**src/hw/rtl/sue_pkg.sv**
```systemverilog
`timescale 1ns / 1ps
// ----------------------------------------------------------------------------
// sue_pkg
// Types and constants shared by the unit header encoder stages.
// ----------------------------------------------------------------------------
package sue_pkg;

    localparam int GROUP_BITS  = 7;
    localparam int MAX_VARINT  = 5;   // groups needed for a 32-bit value
    localparam int FIXED_MAX   = 8;   // widest fixed column field in bytes
    localparam int FIELD_W     = 32;  // width of the index fields

    // register indexes on the configuration port
    typedef logic [0:0] cfg_idx_t;
    localparam cfg_idx_t CFG_NEW_ROW_BIT  = 1'b0;
    localparam cfg_idx_t CFG_ROW_JUMP_BIT = 1'b1;

    localparam logic [2:0] NEW_ROW_BIT_RST  = 3'd7;
    localparam logic [2:0] ROW_JUMP_BIT_RST = 3'd6;

    // input item
    typedef struct packed {
        logic        new_row;
        logic [31:0] row_jump;
        logic [7:0]  pattern_id;
        logic [7:0]  unit_size;
        logic [31:0] column_index;
        logic [3:0]  column_bytes;
        logic        full_column;
    } in_item_t;

    // result item
    typedef struct packed {
        logic [7:0] out_byte;
        logic       last_byte;
    } out_item_t;

    // header fields after the first stage
    typedef struct packed {
        logic [7:0] flag;
        logic [7:0] size;
        logic [3:0] nbytes;
        logic       full;
        logic [2:0] rj_len;
        logic [3:0] col_len;
    } prep_hdr_t;

    // fully encoded header, ready for the serializer
    typedef struct packed {
        logic [7:0]                  flag;
        logic [7:0]                  size;
        logic [MAX_VARINT-1:0][7:0]  rj_bytes;
        logic [FIXED_MAX-1:0][7:0]   col_bytes;
        logic [2:0]                  rj_len;
        logic [3:0]                  col_len;
    } enc_item_t;

    // number of 7-bit groups in the varint of v (a zero value takes one)
    function automatic logic [2:0] varint_len(input logic [FIELD_W-1:0] v);
        logic [2:0] len;
        if (|v[31:28])
            len = 3'd5;
        else if (|v[27:21])
            len = 3'd4;
        else if (|v[20:14])
            len = 3'd3;
        else if (|v[13:7])
            len = 3'd2;
        else
            len = 3'd1;
        return len;
    endfunction

endpackage

```
**src/hw/rtl/sparse_unit_header_encoder_core.sv**
```systemverilog
`timescale 1ns / 1ps
// ----------------------------------------------------------------------------
// sparse_unit_header_encoder_core
// Unit header encoder: flag byte, size byte, row jump varint, column field.
// ----------------------------------------------------------------------------
// Each accepted header comes out as a stream of 2 to 15 bytes, one per cycle
// unless the output is stalled: flag and size, then 0 to 5 row jump varint
// bytes, then the column field (0 to 8 fixed bytes or 1 to 5 varint bytes);
// the final byte has last_byte set. The single byte-wide output serializer
// sends all bytes of a header before it takes the next one.
// Headers pass through two pipeline stages ahead of the serializer, so up to
// three whole headers are held inside, plus the final byte of a fourth in the
// output register, while the output drains; a header passes the decode, byte
// build, serializer item and output registers. The user is to write the flag
// bit positions on the config port only while idle; this is not enforced.
module sparse_unit_header_encoder_core #(
    parameter int INDEX_WIDTH = 32
) (
    input  logic               clk,
    input  logic               rst_n,
    input  logic               cfg_we,
    input  sue_pkg::cfg_idx_t  cfg_index,
    input  logic [2:0]         cfg_data,
    input  logic               in_valid,
    output logic               in_stall,
    input  sue_pkg::in_item_t  in_item,
    output logic               out_valid,
    input  logic               out_stall,
    output sue_pkg::out_item_t out_item
);
    import sue_pkg::*;

    localparam int VAL_W = (INDEX_WIDTH < 32) ? INDEX_WIDTH : 32;

    logic             p_valid;
    logic             p_stall;
    prep_hdr_t        p_hdr;
    logic [VAL_W-1:0] p_rjmp;
    logic [VAL_W-1:0] p_col;
    logic             e_valid;
    logic             e_stall;
    enc_item_t        e_item;

    // header decode stage
    sue_prep #(.INDEX_WIDTH(INDEX_WIDTH)) u_prep (
        .clk       (clk),
        .rst_n     (rst_n),
        .cfg_we    (cfg_we),
        .cfg_index (cfg_index),
        .cfg_data  (cfg_data),
        .in_valid  (in_valid),
        .in_stall  (in_stall),
        .in_item   (in_item),
        .out_valid (p_valid),
        .out_stall (p_stall),
        .out_hdr   (p_hdr),
        .out_rjmp  (p_rjmp),
        .out_col   (p_col)
    );

    // byte build stage
    sue_enc #(.INDEX_WIDTH(INDEX_WIDTH)) u_enc (
        .clk       (clk),
        .rst_n     (rst_n),
        .in_valid  (p_valid),
        .in_stall  (p_stall),
        .in_hdr    (p_hdr),
        .in_rjmp   (p_rjmp),
        .in_col    (p_col),
        .out_valid (e_valid),
        .out_stall (e_stall),
        .out_item  (e_item)
    );

    // byte serializer
    sue_ser u_ser (
        .clk       (clk),
        .rst_n     (rst_n),
        .in_valid  (e_valid),
        .in_stall  (e_stall),
        .in_item   (e_item),
        .out_valid (out_valid),
        .out_stall (out_stall),
        .out_item  (out_item)
    );

endmodule

```
**src/hw/rtl/sue_prep.sv**
```systemverilog
`timescale 1ns / 1ps
// ----------------------------------------------------------------------------
// sue_prep
// First stage: flag byte, index masking, varint lengths, flag bit registers.
// ----------------------------------------------------------------------------
module sue_prep #(
    parameter int INDEX_WIDTH = 32
) (
    input  logic                                          clk,
    input  logic                                          rst_n,
    input  logic                                          cfg_we,
    input  sue_pkg::cfg_idx_t                             cfg_index,
    input  logic [2:0]                                    cfg_data,
    input  logic                                          in_valid,
    output logic                                          in_stall,
    input  sue_pkg::in_item_t                             in_item,
    output logic                                          out_valid,
    input  logic                                          out_stall,
    output sue_pkg::prep_hdr_t                            out_hdr,
    output logic [(INDEX_WIDTH < 32 ? INDEX_WIDTH : 32)-1:0] out_rjmp,
    output logic [(INDEX_WIDTH < 32 ? INDEX_WIDTH : 32)-1:0] out_col
);
    import sue_pkg::*;

    localparam int VAL_W = (INDEX_WIDTH < 32) ? INDEX_WIDTH : 32;

    logic [2:0]       nr_bit_reg;
    logic [2:0]       rj_bit_reg;
    logic             valid_reg;
    prep_hdr_t        hdr_reg;
    prep_hdr_t        hdr_next;
    logic [VAL_W-1:0] rjmp_reg;
    logic [VAL_W-1:0] col_reg;
    logic [VAL_W-1:0] rjmp_m;
    logic [VAL_W-1:0] col_m;
    logic             rj_nz;
    logic             load;

    // flag bit position registers
    always_ff @(posedge clk or negedge rst_n)
    begin
        if (!rst_n)
        begin
            nr_bit_reg <= NEW_ROW_BIT_RST;
            rj_bit_reg <= ROW_JUMP_BIT_RST;
        end
        else if (cfg_we)
        begin
            unique case (cfg_index)
                CFG_NEW_ROW_BIT:  nr_bit_reg <= cfg_data;
                CFG_ROW_JUMP_BIT: rj_bit_reg <= cfg_data;
                default:          nr_bit_reg <= nr_bit_reg;
            endcase
        end
    end

    // stage handshake
    assign in_stall = valid_reg && out_stall;
    assign load     = in_valid && !in_stall;

    // header decode
    always_comb
    begin
        rjmp_m = in_item.row_jump[VAL_W-1:0];
        col_m  = in_item.column_index[VAL_W-1:0];
        rj_nz  = (rjmp_m != '0);

        hdr_next.flag = in_item.pattern_id
                      | ({7'd0, in_item.new_row} << nr_bit_reg)
                      | ({7'd0, rj_nz} << rj_bit_reg);
        hdr_next.size = in_item.unit_size;
        // fixed field saturates at eight bytes
        hdr_next.nbytes = (in_item.column_bytes > 4'(FIXED_MAX)) ? 4'(FIXED_MAX)
                                                                : in_item.column_bytes;
        hdr_next.full   = in_item.full_column;
        hdr_next.rj_len = rj_nz ? varint_len(FIELD_W'(rjmp_m)) : 3'd0;
        hdr_next.col_len = in_item.full_column ? hdr_next.nbytes
                                               : {1'b0, varint_len(FIELD_W'(col_m))};
    end

    always_ff @(posedge clk or negedge rst_n)
    begin
        if (!rst_n)
            valid_reg <= 1'b0;
        else if (!in_stall)
            valid_reg <= in_valid;
    end

    // payload registers
    always_ff @(posedge clk)
    begin
        if (load)
        begin
            hdr_reg  <= hdr_next;
            rjmp_reg <= rjmp_m;
            col_reg  <= col_m;
        end
    end

    assign out_valid = valid_reg;
    assign out_hdr   = hdr_reg;
    assign out_rjmp  = rjmp_reg;
    assign out_col   = col_reg;

endmodule

```
**src/hw/rtl/sue_enc.sv**
```systemverilog
`timescale 1ns / 1ps
// ----------------------------------------------------------------------------
// sue_enc
// Second stage: builds the row jump varint and the column field bytes.
// ----------------------------------------------------------------------------
module sue_enc #(
    parameter int INDEX_WIDTH = 32
) (
    input  logic                                          clk,
    input  logic                                          rst_n,
    input  logic                                          in_valid,
    output logic                                          in_stall,
    input  sue_pkg::prep_hdr_t                            in_hdr,
    input  logic [(INDEX_WIDTH < 32 ? INDEX_WIDTH : 32)-1:0] in_rjmp,
    input  logic [(INDEX_WIDTH < 32 ? INDEX_WIDTH : 32)-1:0] in_col,
    output logic                                          out_valid,
    input  logic                                          out_stall,
    output sue_pkg::enc_item_t                            out_item
);
    import sue_pkg::*;

    localparam int VARINT_W = MAX_VARINT * GROUP_BITS;
    localparam int FIXED_W  = FIXED_MAX * 8;

    logic [VARINT_W-1:0] rj_ext;
    logic [VARINT_W-1:0] cv_ext;
    logic [FIXED_W-1:0]  cf_ext;
    logic                valid_reg;
    enc_item_t           item_reg;
    enc_item_t           item_next;
    logic                load;

    assign in_stall = valid_reg && out_stall;
    assign load     = in_valid && !in_stall;

    // byte building
    always_comb
    begin
        rj_ext = VARINT_W'(in_rjmp);
        cv_ext = VARINT_W'(in_col);
        cf_ext = FIXED_W'(in_col);

        item_next.flag    = in_hdr.flag;
        item_next.size    = in_hdr.size;
        item_next.rj_len  = in_hdr.rj_len;
        item_next.col_len = in_hdr.col_len;

        // row jump groups, continuation bit on all but the last
        for (int g = 0; g < MAX_VARINT; g++)
        begin
            item_next.rj_bytes[g] = {(3'(g) + 3'd1 < in_hdr.rj_len),
                                     rj_ext[GROUP_BITS*g +: GROUP_BITS]};
        end

        // column field: little-endian fixed bytes
        for (int i = 0; i < FIXED_MAX; i++)
        begin
            item_next.col_bytes[i] = in_hdr.full ? cf_ext[8*i +: 8] : 8'd0;
        end

        // or varint groups in the low slots
        if (!in_hdr.full)
        begin
            for (int g = 0; g < MAX_VARINT; g++)
            begin
                item_next.col_bytes[g] = {(4'(g) + 4'd1 < in_hdr.col_len),
                                          cv_ext[GROUP_BITS*g +: GROUP_BITS]};
            end
        end
    end

    always_ff @(posedge clk or negedge rst_n)
    begin
        if (!rst_n)
            valid_reg <= 1'b0;
        else if (!in_stall)
            valid_reg <= in_valid;
    end

    always_ff @(posedge clk)
    begin
        if (load)
            item_reg <= item_next;
    end

    assign out_valid = valid_reg;
    assign out_item  = item_reg;

endmodule

```
**src/hw/rtl/sue_ser.sv**
```systemverilog
`timescale 1ns / 1ps
// ----------------------------------------------------------------------------
// sue_ser
// Third stage: sends the encoded header one byte per cycle, unless the
// output is stalled, through an output register.
// ----------------------------------------------------------------------------
module sue_ser (
    input  logic               clk,
    input  logic               rst_n,
    input  logic               in_valid,
    output logic               in_stall,
    input  sue_pkg::enc_item_t in_item,
    output logic               out_valid,
    input  logic               out_stall,
    output sue_pkg::out_item_t out_item
);
    import sue_pkg::*;

    logic       busy_reg;
    enc_item_t  item_reg;
    logic [3:0] pos_reg;
    logic [3:0] pos_next;
    logic       oval_reg;
    out_item_t  oitem_reg;
    logic [3:0] total;
    logic [3:0] rel;
    logic [3:0] cidx;
    logic [7:0] cur_byte;
    logic       is_last;
    logic       adv;
    logic       load;

    // byte selection at the current position
    always_comb
    begin
        total   = 4'd2 + {1'b0, item_reg.rj_len} + item_reg.col_len;
        is_last = (pos_reg == total - 4'd1);
        rel     = pos_reg - 4'd2;
        cidx    = rel - {1'b0, item_reg.rj_len};
        if (pos_reg == 4'd0)
            cur_byte = item_reg.flag;
        else if (pos_reg == 4'd1)
            cur_byte = item_reg.size;
        else if (rel < {1'b0, item_reg.rj_len})
            cur_byte = item_reg.rj_bytes[rel[2:0]];
        else
            cur_byte = item_reg.col_bytes[cidx[2:0]];
        pos_next = is_last ? 4'd0 : pos_reg + 4'd1;
    end

    // handshake: item slot frees as its last byte moves out
    assign adv      = busy_reg && (!oval_reg || !out_stall);
    assign in_stall = busy_reg && !(adv && is_last);
    assign load     = in_valid && !in_stall;

    always_ff @(posedge clk or negedge rst_n)
    begin
        if (!rst_n)
        begin
            busy_reg <= 1'b0;
            pos_reg  <= 4'd0;
            oval_reg <= 1'b0;
        end
        else
        begin
            if (load)
            begin
                busy_reg <= 1'b1;
                pos_reg  <= 4'd0;
            end
            else if (adv)
            begin
                busy_reg <= !is_last;
                pos_reg  <= pos_next;
            end

            if (adv)
                oval_reg <= 1'b1;
            else if (!out_stall)
                oval_reg <= 1'b0;
        end
    end

    // payload registers
    always_ff @(posedge clk)
    begin
        if (load)
            item_reg <= in_item;
        if (adv)
        begin
            oitem_reg.out_byte  <= cur_byte;
            oitem_reg.last_byte <= is_last;
        end
    end

    assign out_valid = oval_reg;
    assign out_item  = oitem_reg;

endmodule

```
**config.mk**
```make
export PLATFORM = sky130hd
export DESIGN_NAME = sparse_unit_header_encoder_core
export DESIGN_NICKNAME = d
export VERILOG_FILES = /design/src/hw/rtl/sue_pkg.sv /design/src/hw/rtl/sparse_unit_header_encoder_core.sv /design/src/hw/rtl/sue_prep.sv /design/src/hw/rtl/sue_enc.sv /design/src/hw/rtl/sue_ser.sv
export SDC_FILE = /design/constraint.sdc
export NUM_CORES = 1
export LEC_CHECK = 0
export BUFFER_PORTS_ARGS = -buffer_cell sky130_fd_sc_hd__clkbuf_2
export CAP_MARGIN = 0
export CORE_ASPECT_RATIO = 1.75
export CORE_UTILIZATION = 25
export CTS_BUF_LIST = sky130_fd_sc_hd__clkbuf_2
export CTS_CLUSTER_SIZE = 10
export DETAILED_ROUTE_END_ITERATION = 8
export HOLD_SLACK_MARGIN = 0.05
export PLACE_DENSITY = 0.44
export SKIP_CTS_REPAIR_TIMING = 1
export SYNTH_ARGS = -nofsm -noshare
export SYNTH_HDL_FRONTEND = slang
export SYNTH_SLANG_ARGS = --single-unit
```
**constraint.sdc**
```tcl
create_clock -name clk -period 15.04 [get_ports clk]
set_input_delay 0.752 -clock clk [delete_from_list [all_inputs] [get_ports clk]]
set_output_delay 0.752 -clock clk [all_outputs]
set_load 0.05 [all_outputs]
```
---- After elaboration in Yosys (flattened, before gate mapping) ----
Index checks and enable logic that the tools add are counted.
word-level totals
  bits in registers ....................... 311
  output and inout port bits .............. 11
  input port bits ......................... 95
  word-level logic and storage cells ...... 131
operators by class
  magnitude comparators ................... 14
  add/subtract/negate cells ............... 6
  reduce and logical (&&, ||, !) cells .... 30
  multiplexer cells ....................... 25
  shift operators ......................... 2
  bitwise logic cells ..................... 4
  equality and inequality tests ........... 3
operators with widths
  cell                 number
  $bmux 8 s3           2
  $reduce_or 7->1      6
  $mux 8               5
  $mux 32              1
  $reduce_bool 32->1   1
  $mux 3               7
  $mux 4               4
  $or 8x8->8           2
  $shl 1x3->8          2
  $reduce_or 12->1     1
  $logic_and 1x1->1    8
  $lt 2x4->1 const A   2
  $lt 3x4->1 const A   2
  $lt 3x4->1 const B   2
  $reduce_or 4->1      2
  $logic_not 1->1      7
  $lt 2x3->1 const A   2
  $lt 3x3->1 const A   2
  $add 2x3->4 const A  1
  $add 4x1->4 const B  1
  $add 4x4->4          1
  $eq 4x1->1 const B   1
  $eq 4x4->1           1
  $gt 4x4->1 const B   1
  other kinds (14)     20

---- Logic depth before layout (Yosys ltp) ----
  depth after elaboration ................. 11
  gate-level depth with buffers ........... 13
  gate-level depth less buffers ........... 9

---- By module ----
A second synthesis with hierarchy kept.
second synthesis, totals
  cell total of the unflattened synthesis .. 697
  area total of the unflattened synthesis .. 12882.4 µm²
modules (own cells, without submodules)
  module    sequential area each (µm²)  area an instance (µm²)  instances  cells an instance
  sue_ser   4234.1                      5799.3                  1          335
  sue_enc   2907.8                      3602.2                  1          183
  sue_prep  2944.1                      3480.8                  1          179

---- Worst setup path before layout ----
Ideal clock, no wire load.
  path type ............................... register to register
  start ................................... register u_ser.item_reg[4] (netlist bit)
  end ..................................... register u_enc.item_reg (netlist bit u_enc.out_item[0]), enable pin
  library setup time ...................... 0.563 ns
  data arrival time ....................... 6.084 ns
  path buffers ............................ 0
  setup slack ............................. 8.393 ns
  cell stages (with the launch flop) ...... 9
  cell sequence ........................... edfxtp_1 inv_1 ha_1 fa_1 xor2_1 nand2_1 nor4_4 a21oi_1 nor2b_1
between the ends
  longest elaborated chain between the ends .. 10
RTL lines
  element                   line           RTL
  start: declaration        sue_ser.sv:20  enc_item_t item_reg;
  start signal: assignment  sue_ser.sv:88  item_reg <= in_item;
  $add 2x3->4               sue_ser.sv:36  total = 4'd2 + {1'b0, item_reg.rj_len} + item_reg.col_len;
  $add 4x4->4               sue_ser.sv:36
  $sub 4x1->4               sue_ser.sv:37  is_last = (pos_reg == total - 4'd1);
  $eq 4x4->1                sue_ser.sv:37
  net u_ser.is_last         sue_ser.sv:29  logic is_last;
  $logic_and 1x1->1         sue_ser.sv:53  assign in_stall = busy_reg && !(adv && is_last);
  $logic_not 1->1           sue_ser.sv:53
  $logic_and 1x1->1         sue_ser.sv:53
  $logic_and 1x1->1         sue_enc.sv:33  assign in_stall = valid_reg && out_stall;
  $logic_not 1->1           sue_enc.sv:34  assign load = in_valid && !in_stall;
  $logic_and 1x1->1         sue_enc.sv:34
  net u_enc.load            sue_enc.sv:31  logic load;
  end signal: assignment    sue_enc.sv:83  item_reg <= item_next;
  end: declaration          sue_enc.sv:29  enc_item_t item_reg;
The timed path passes the listed nets, and every way through them passes these cells.
A chain may end at the register's enable or synchronous reset.

---- Worst setup path after layout ----
  start ................................... register u_ser.item_reg[4] (netlist bit)
  end ..................................... register u_enc.item_reg (netlist bit u_enc.out_item[30]), enable pin
The elaborated chain is that of the path after synthesis.

==> metrics.csv <==
stage;metric;value;unit
status;status;completed;
cells_and_area;final_cell_mix;edfxtp_1, clkbuf_2, dlygate4sd3_1;
pwr;swShare;30.64;%
cts;clock_latency;0.87;ns
timing;worst_slew_margin_rel;18.85;%
cells_and_area;final_area;13800;um2
timing;drv_slew;0;
drt;wl_per_cell;16.32;um
min_path;hp-class;input port to register;
placement;place_area;12370;um2
drt;drt-vias-per-instance;4.050;
timing;period_minus_slack;4.157;ns
logic_synthesis;synth-edff-count;289;
drt;drtPass1Iterations;4;
timing;fin_tns_setup;0;ns
job;maxCapViolCount;0;
pwr;p_int;1.434;mW
logic_synthesis;syn-num-nets;690;
logic_synthesis;avgSynthCellArea;19.12;um2
global_route;antenna_found_initial;2;
drt;vias;5881;
logic_synthesis;synth_cell_types;61;
timing;clock_skew;0.06198;ns
cts;cts_inserted_buffers;70;
global_route;grt_first_pass_wirelength;34360;um
drt;finalWirelength;23690;um
die;fp-row-count;102;
timing;setup_viol;0;
logic_synthesis;ys_ff_latch;303;
worst_setup_path;arrival;4.60;ns
logic_synthesis;ys_seq_area_share;81.04;%
die;core_area;44160;um2
die;dieHeight;281.4;um
pwr;power_frac_clock;25.5;%
die;dieArea;45470;um2
drt;drc_errors;0;
placement;hpwl;16250;um
timing;fin_crit_sh;27.64;%
drt;drt_iter0_drc;256;
cts;clk_path_buf_depth;3;
pwr;combPwrFrac;20.7;%
worst_setup_path;worst-setup-path-type;register to register;
timing;hold_viol_final;0;
global_route;grt_pass1_vias;6125;
cells_and_area;nets;937;
cts;h-tree-depth;3;
cells_and_area;drive_gt1_share;31.66;%
worst_setup_path;end_kind;register;
drt;antenna_left;0;
logic_synthesis;async_flop_share;4.620;%
pwr;pwr-share-seq;53.8;%
die;die_w;161.6;um
pwr;p_per_area;149.8;nW/um2
die;io_pins;106;
timing;rsz0062_at_grt;no;
die;start_util;25.25;%
cells_and_area;final_common_cell;edfxtp_1;
worst_setup_path;worstPathRequired;15.49;ns
cts;ctsRootBufferMaster;clkbuf_2;
logic_synthesis;syn_inst;583;
cells_and_area;area_delta_synth_final;23.77;%
pwr;power.switching;0.6331;mW
cts;clkSinkCount;303;
logic_synthesis;yosys_most_used_dff;edfxtp_1;
worst_setup_path;crit_fanout;57;
logic_synthesis;netlist_area;11150;um2
timing;worst_slew_pin_slew;1.217;ns
placement;place.gp.congestion;0.7822;
pwr;p_leak;4.833;nW
cts;path_clk_slew;0.11;ns
global_route;grt_use_total;10.42;%
cts;cts_tree;done;
worst_setup_path;startpoint_type;register;
placement;io_buffers;105;
pwr;p_total;2.067;mW
cells_and_area;n_fill_cell;4418;
timing;fmax;240.6;MHz
global_route;grt_max_degree;89;
pwr;worst_ir_drop_vdd;0.04686;mV
logic_synthesis;yosysWarnings;0;
global_route;gr-total-overflow;0;
## power by group through the flow
stage / clock network [mW] / logic (mW) / registers (mW)
global placement: 0 / 0.419 / 1.13
global route: 0.600 / 0.466 / 1.12
detailed placement: 0 / 0.422 / 1.13
floorplan: 0 / 0.264 / 1.16
finish: 0.527 / 0.429 / 1.11
CTS: 0.564 / 0.423 / 1.11
## metal layers
layer  track usage [%]  share of wire (%)  up-vias
met4             5.781                3.2        0
met3             2.824                4.6       56
li1                  -                  -     2855
met2             21.24                 60      150
met1             8.764                 32     2820
met5                 0                  0        -
## final cells by class
| cell class | instances | area (um2) | area share, % |
|---|---|---|---|
| Clock inverter | 21 | 146.4 | 1.061 |
| Antenna cell | 2 | 5.005 | 0.03627 |
| Inverter | 19 | 71.32 | 0.5169 |
| Clock buffer | 99 | 495.5 | 3.591 |
| Multi-Input combinational cell | 248 | 1986 | 14.39 |
| Sequential cell | 303 | 9035 | 65.48 |
| Timing Repair Buffer | 188 | 1344 | 9.739 |
| Tap cell | 572 | 715.7 | 5.187 |
## worst paths after layout
kind                                          from                    to  slack (ns)  cells past startpoint
min in group asynchronous                    rst_n       u_ser.out_valid        0.37                      2
worst min-delay path                   in_item[45]    u_prep.out_hdr[20]        0.19                      3
worst max register to register   u_ser.item_reg[4]    u_enc.out_item[30]       10.88                      9
worst min register to register  u_enc.out_item[14]    u_ser.item_reg[14]        0.40                      0
max in group asynchronous                    rst_n  u_prep.rj_bit_reg[1]       14.30                      2
worst max-delay path             u_ser.item_reg[4]    u_enc.out_item[30]       10.88                      9
## synth_stat cells (all sizes together) (5+ instances only)
| master | n | area share (%) |
|---|---|---|
| a21o | 7 | 0.49 |
| a21oi | 19 | 0.89 |
| a31oi | 8 | 0.45 |
| buf | 7 | 0.37 |
| clkbuf | 6 | 0.29 |
| dfrtp | 9 | 2.0 |
| dfstp | 5 | 1.2 |
| edfxtp | 289 | 78 |
| ha | 10 | 1.1 |
| inv | 19 | 0.64 |
| mux2 | 26 | 2.6 |
| mux2i | 6 | 0.54 |
| mux4 | 13 | 2.7 |
| nand2 | 29 | 0.98 |
| nand3 | 9 | 0.40 |
| nor2 | 11 | 0.37 |
| nor2b | 11 | 0.64 |
| nor3 | 9 | 0.40 |
| nor4 | 10 | 0.70 |
| o21ai | 18 | 0.81 |
| o22ai | 5 | 0.28 |
| xor2 | 5 | 0.39 |
## worst max-delay path, cell delays in order, from the launching register on
cell	delay, ns
edfxtp_1	0.36
inv_1	0.05
ha_1	0.19
fa_1	0.51
xor2_1	0.15
nand2_1	0.11
nor4_4	0.50
a21oi_1	0.20
nor2b_4	0.89
buf_4	0.74
## cell families after synthesis
logic type / count (synthesis) / synth area share, %
AND/OR/NAND/NOR: 98 / 4.691
adder cells (fa/ha/maj): 12 / 1.481
XOR/XNOR: 7 / 0.5500
flip-flops: 303 / 81.04
AO/OA/AOI/OAI: 86 / 5.107
multiplexers: 45 / 5.825
buffers and inverters: 32 / 1.302
## stage by stage
| step | hold slack, ns | cells | util (%) | setup slack [ns] |
|---|---|---|---|---|
| 3_5_place_dp | 0.4045 | 1252 | 28.01 | 10.84 |
| 3_3_place_gp | 0.4016 | 1252 | 28.01 | 10.93 |
| 2_1_floorplan | 0.4003 | 583 | - | 8.393 |
| 4_1_cts | -0.3277 | 1372 | 29.47 | 10.78 |
| 5_1_grt | 0.05906 | 1452 | 31.25 | 10.59 |
| 6_report | 0.1885 | 1452 | 31.25 | 10.88 |
Power figures use the tool's default switching activity.
